## config.mk

```make
export PLATFORM = sky130hd
export DESIGN_NAME = csbb_scale
export DESIGN_NICKNAME = d
export VERILOG_FILES = /design/src/rtl/csbb_pkg.sv /design/src/rtl/csbb_scale.sv
export SDC_FILE = /design/constraint.sdc
export NUM_CORES = 1
export LEC_CHECK = 0
export BUFFER_PORTS_ARGS = -buffer_cell sky130_fd_sc_hd__buf_4
export CELL_PAD_IN_SITES_DETAIL_PLACEMENT = 1
export CELL_PAD_IN_SITES_GLOBAL_PLACEMENT = 1
export CORE_UTILIZATION = 40
export DETAILED_ROUTE_END_ITERATION = 8
export MAX_ROUTING_LAYER = met4
export PLACE_DENSITY = 0.8
export SETUP_SLACK_MARGIN = 0.3
export SYNTH_ARGS = -nofsm -noshare
export SYNTH_HDL_FRONTEND = slang
export SYNTH_SLANG_ARGS = --single-unit
```

## constraint.sdc

```tcl
create_clock -name clk -period 16.85 [get_ports clk]
set_input_delay 1.685 -clock clk [delete_from_list [all_inputs] [get_ports clk]]
set_output_delay 1.685 -clock clk [all_outputs]
set_load 0.02 [all_outputs]
```

## src/rtl/csbb_pkg.sv

```systemverilog
// Shared widths, payload types and constants for the circular sector bounding box.
package csbb_pkg;

	localparam int SineTableBitsDefault = 10;

	localparam int CoordW  = 24;
	localparam int RadiusW = 20;
	localparam int AngleW  = 16;
	localparam int SpreadW = 17;
	localparam int BoxW    = 25;
	localparam int OffsetW = 21;
	localparam int SineW   = 16;
	localparam int ScaledW = 22;
	localparam int ProductW = 37;
	localparam int HalfShift = 15;

	localparam int SineMax = 32767;
	localparam real HalfPi = 1.5707963267948966;

	typedef logic signed [CoordW-1:0]  coord_t;
	typedef logic        [RadiusW-1:0] radius_t;
	typedef logic        [AngleW-1:0]  angle_t;
	typedef logic        [SpreadW-1:0] spread_t;
	typedef logic signed [BoxW-1:0]    box_t;
	typedef logic signed [OffsetW-1:0] offset_t;
	typedef logic signed [SineW-1:0]   sine_t;
	typedef logic signed [ScaledW-1:0] scaled_t;

	localparam angle_t QuarterTurn = angle_t'(16384);

endpackage

```

## src/rtl/csbb_scale.sv

```systemverilog
// Registered radius times sine product, rounded half up and shifted down by 15.
module csbb_scale import csbb_pkg::*; (
	input  logic    clk,
	input  logic    en,
	input  radius_t radius,
	input  sine_t   factor,
	output scaled_t scaled
);

	logic signed [RadiusW:0]    radius_s;
	logic signed [ProductW-1:0] product;
	logic signed [ProductW-1:0] rounded;

	assign radius_s = {1'b0, radius};
	assign product  = ProductW'(radius_s) * ProductW'(factor);
	assign rounded  = product + ProductW'(1 << (HalfShift - 1));

	always_ff @(posedge clk) begin
		if (en) begin
			scaled <= rounded[HalfShift +: ScaledW];
		end
	end

endmodule

```

Word-level counts from Yosys, hierarchy flattened --
Index checks and enable logic that the tools add are counted.
Storage, ports and cells: output and inout bits 22, memories kept 0, word-level logic and storage cells 3, latch bits 0, bits of input ports 38, ROM bits 0, bits in writable memories 0, register bits 22
Operators by class: add/subtract/negate cells 1, eq/ne operators 0, divide/modulo/power cells 0, muxes and demuxes 0, multipliers 1, bitwise gates (word level) 0, reductions and logical operators 0, magnitude comparators 0, shifts and indexed selects 0
Operators by type and width (number):
- 37-bit by 16-bit adder with 37-bit output (second input constant) | 1
- 21-bit by 16-bit multiplier with 37-bit output | 1

Depth between registers and ports, before layout --
depth after elaboration 2, depth in mapped cells 24, mapped depth without buffers 23

Worst setup path after synthesis --
OpenSTA, ideal clock, no wires.
kind input port to flip-flop, start input port factor[1], end register scaled[21] (data pin), setup time 0.260 ns, required time 16.590 ns, cell stages on the path 22, arrival time 7.412 ns, buffers on the path 2, path slack 9.178 ns, cell sequence clkbuf_1 > clkbuf_1 > nand2_1 > fa_1 > inv_1 > fa_1 > fa_1 > fa_1 > fa_1 > inv_1 > fa_1 > inv_1 > ha_1 > a21oi_2 > o211ai_1 > a211oi_2 > a211oi_1 > a31o_2 > o211a_1 > a311o_2 > a21oi_2 > xnor2_1
Between the ends: cells in the longest elaborated chain, start to end 2
RTL lines:
- start: declaration | RTL line csbb_scale.sv:6 | input sine_t factor,
- 21-bit by 16-bit multiplier with 37-bit output | RTL line csbb_scale.sv:15 | assign product = ProductW'(radius_s) * ProductW'(factor);
- 37-bit by 16-bit adder with 37-bit output | RTL line csbb_scale.sv:16 | assign rounded = product + ProductW'(1 << (HalfShift - 1));
- via rounded[36] | RTL line csbb_scale.sv:12 | logic signed [ProductW-1:0] rounded;
- end signal: assignment | RTL line csbb_scale.sv:20 | scaled <= rounded[HalfShift +: ScaledW];
- end: declaration | RTL line csbb_scale.sv:7 | output scaled_t scaled
The timed path passes the listed nets, and every way through them passes these cells. A chain may end at the register's enable or synchronous reset.

Worst setup path after layout --
start input port factor[2], end register scaled[21] (data pin)
The elaborated chain is that of the path after synthesis.

==> out/metrics.csv <==
stage;metric;value;unit
global_route;antenna_found_initial;0;
logic_synthesis;synth.most_common_cell;inv_1;
clock_network;clock-sinks;22;
floorplanning;die_h;167.2;µm
sta;finalCritPeriodShare;0.4648;
drt;routed_via_density;5.139;
worst_setup_path;worstPathCellList;buf_4 > nand2_1 > fa_1 > inv_1 > fa_1 > inv_1 > fa_1 > inv_1 > fa_1 > fa_1 > inv_1 > fa_1 > inv_1 > ha_1 > a21oi_2 > o211ai_1 > a211oi_2 > a211oi_1 > a31o_2 > o211a_1 > a311o_2 > a21oi_2 > xnor2_1;
place;dp_hpwl;23260;µm
drt;drtIter0Drc;296;
sta;fin_crit;7.831;ns
status;status;complete, but fails checks;
worst_setup_path;cpMaxStageDelayCell;fa_1;
logic_synthesis;yosysTopAreaCell;fa_1;
logic_synthesis;synth_area_leaders;fa_1, ha_1, inv_1, and2_1, nand2_1;
clock_network;cts_tree;done;
final_layout;largest_reg_flops;22;
final_layout;largest-register;scaled;
logic_synthesis;synth_nets;1619;
floorplanning;core;26880;µm²
worst_setup_path;cpMostUsedCell;fa_1;
floorplanning;ios;60;
place;port_buffers;59;
final_layout;diodes;0;
drt;drt_pass1_iterations;7;
clock_network;cts_resized;0;
drt;postRouteAntennaNets;0;
global_route;grt_usage;0.2375;
sta;setup_viol;0;
worst_setup_path;crit_type;in -> reg;
clock_network;postCtsHoldBufs;0;
logic_synthesis;ys_seq_area_frac;0.06049;
drt;wl_per_cell;19.45;µm
sta;worst_pin_slew;0.6288;ns
clock_network;root_buffer;clkbuf_16;
logic_synthesis;ys_types;32;
logic_synthesis;ys.flop_type;edfxtp_1;
sta;maxSlewHeadroom;0.5764;
min_path;hp-class;in -> reg;
final_layout;fill_cells;3166;
floorplanning;die_w;167.2;µm
worst_setup_path;required;16.87;ns
final_layout;drive_above_1_share;0.05665;
clock_network;clk_pin_slew;0.07;ns
worst_setup_path;critPathMaxStageDelay;0.57;ns
global_route;grt_first_pass_wirelength;49400;µm
clock_network;ctsLongestPathBuffers;2;
logic_synthesis;synth_edf_count;22;
worst_setup_path;endpoint;scaled[21]$_DFFE_PP_;
sta;hold_violations;0;
drt;wl;30320;µm
worst_setup_path;startpoint;factor[2];
worst_setup_path;crit_fanout;20;
worst_setup_path;cp-start-kind;input pin;
final_layout;largestRegisters;scaled x22;
worst_setup_path;critPathArrivalTime;7.85;ns
sta;rsz0062_at_grt;no;
logic_synthesis;ys_ff_latch;22;
floorplanning;rows;60;
floorplanning;start_util;0.4063;
floorplanning;die-area;27970;µm²
place;routabilityCongestion;0.8347;
clock_network;cts.htree.levels;1;
final_layout;layout.area.seq;660.6;µm²
sta;drv_slew;0;
global_route;grt_start_max_net_pins;23;
logic_synthesis;synth.top_cell.area_share;0.4583;
drt;drc;1;
final_layout;area_growth;7.172;%
logic_synthesis;synth.avg_cell_area;9.055;µm²
clock_network;cts_made_buffers;3;
logic_synthesis;synthArstFlopShare;0;
flow_run;cap_violations;0;
logic_synthesis;syn_area;10920;µm²
global_route;grt-ovfl-total;0;
logic_synthesis;yosysWarningCount;0;
final_layout;multi_input_area;8860;µm²
logic_synthesis;synth_cells;1206;
sta;fmax;127.7;MHz
drt;via_count;8012;
sta;setup_tns;0;ns
global_route;first_global_vias;9422;
status;violations;design-rule violations;
worst_setup_path;cp-end-kind;flip-flop;
clock_network;cts_setup_buffers;0;
logic_synthesis;synth_common_cells;inv_1, fa_1, nand2_1;
final_layout;fin_nets;1632;
sta;holdWs;1.854;ns
worst max-delay path, delay by kind of cell:
kind	cells	cell delay (ns)
compound gates	8	2.01
xor+xnor	1	0.07
fa+ha+maj	7	3.38
buf+inv	6	0.55
simple gates	1	0.15
logic make-up (layout without fill, tap and decap cells):
| kind of cell | after synthesis | count (layout) | share of synthesized area |
|---|---|---|---|
| fa+ha+maj | 375 | 375 | 0.6015 |
| flops | 22 | 22 | 0.06049 |
| simple gates | 359 | 359 | 0.1588 |
| compound gates | 57 | 57 | 0.03495 |
| xor+xnor | 20 | 20 | 0.01604 |
| buf+inv | 373 | 385 | 0.1282 |
through the flow:
stage,setup slack (ns),std cells,util,cell area (µm²)
global route,8.590,1559,0.4355,11700
CTS,8.988,1559,0.4355,11700
global placement,8.823,1555,0.4316,11600
detailed placement,8.699,1555,0.4316,11600
finish,9.019,1559,0.4355,11700
floorplan,9.178,1206,-,10920
cells in the final DEF (no fill, tap or decap), types with 13 or more instances in the layout:
cell and instances:
ha_1 125, nor2_1 23, inv_1 322, and2_1 128, edfxtp_1 22, buf_4 59
nand2_1 180, a21oi_1 20, xnor2_1 13, fa_1 250
layer usage:
layer  GRT usage  wire (µm)  vias to the layer above
li1            -          -                     3513
met3     0.02694       1329                       68
met2      0.4308      15960                      222
met4     0.06980        953                        0
met1      0.2758      12070                     4209
met5           -          0                        -
worst min-delay path by stage:
stage,slack (ns),startpoint,cells past startpoint,to
after CTS,1.86,en,1,scaled[1]$_DFFE_PP_
after global placement,2.12,scaled[6]$_DFFE_PP_,1,scaled[6]
after floorplan,1.80,en,0,scaled[0]$_DFFE_PP_
after detailed placement,2.12,scaled[9]$_DFFE_PP_,1,scaled[9]
after global routing,1.86,en,1,scaled[12]$_DFFE_PP_
final,1.85,en,1,scaled[1]$_DFFE_PP_
layout make-up:
class / count / area share
Clock buffer: 3 / 0.006414
Clock inverter: 1 / 0.002566
Inverter: 322 / 0.1033
Multi-Input combinational cell: 811 / 0.7570
Sequential cell: 22 / 0.05645
Tap cell: 341 / 0.03646
Timing Repair Buffer: 59 / 0.03784
Power is not shown: default switching activity piles up to over one toggle a cycle in this logic, so the estimate is an artifact.
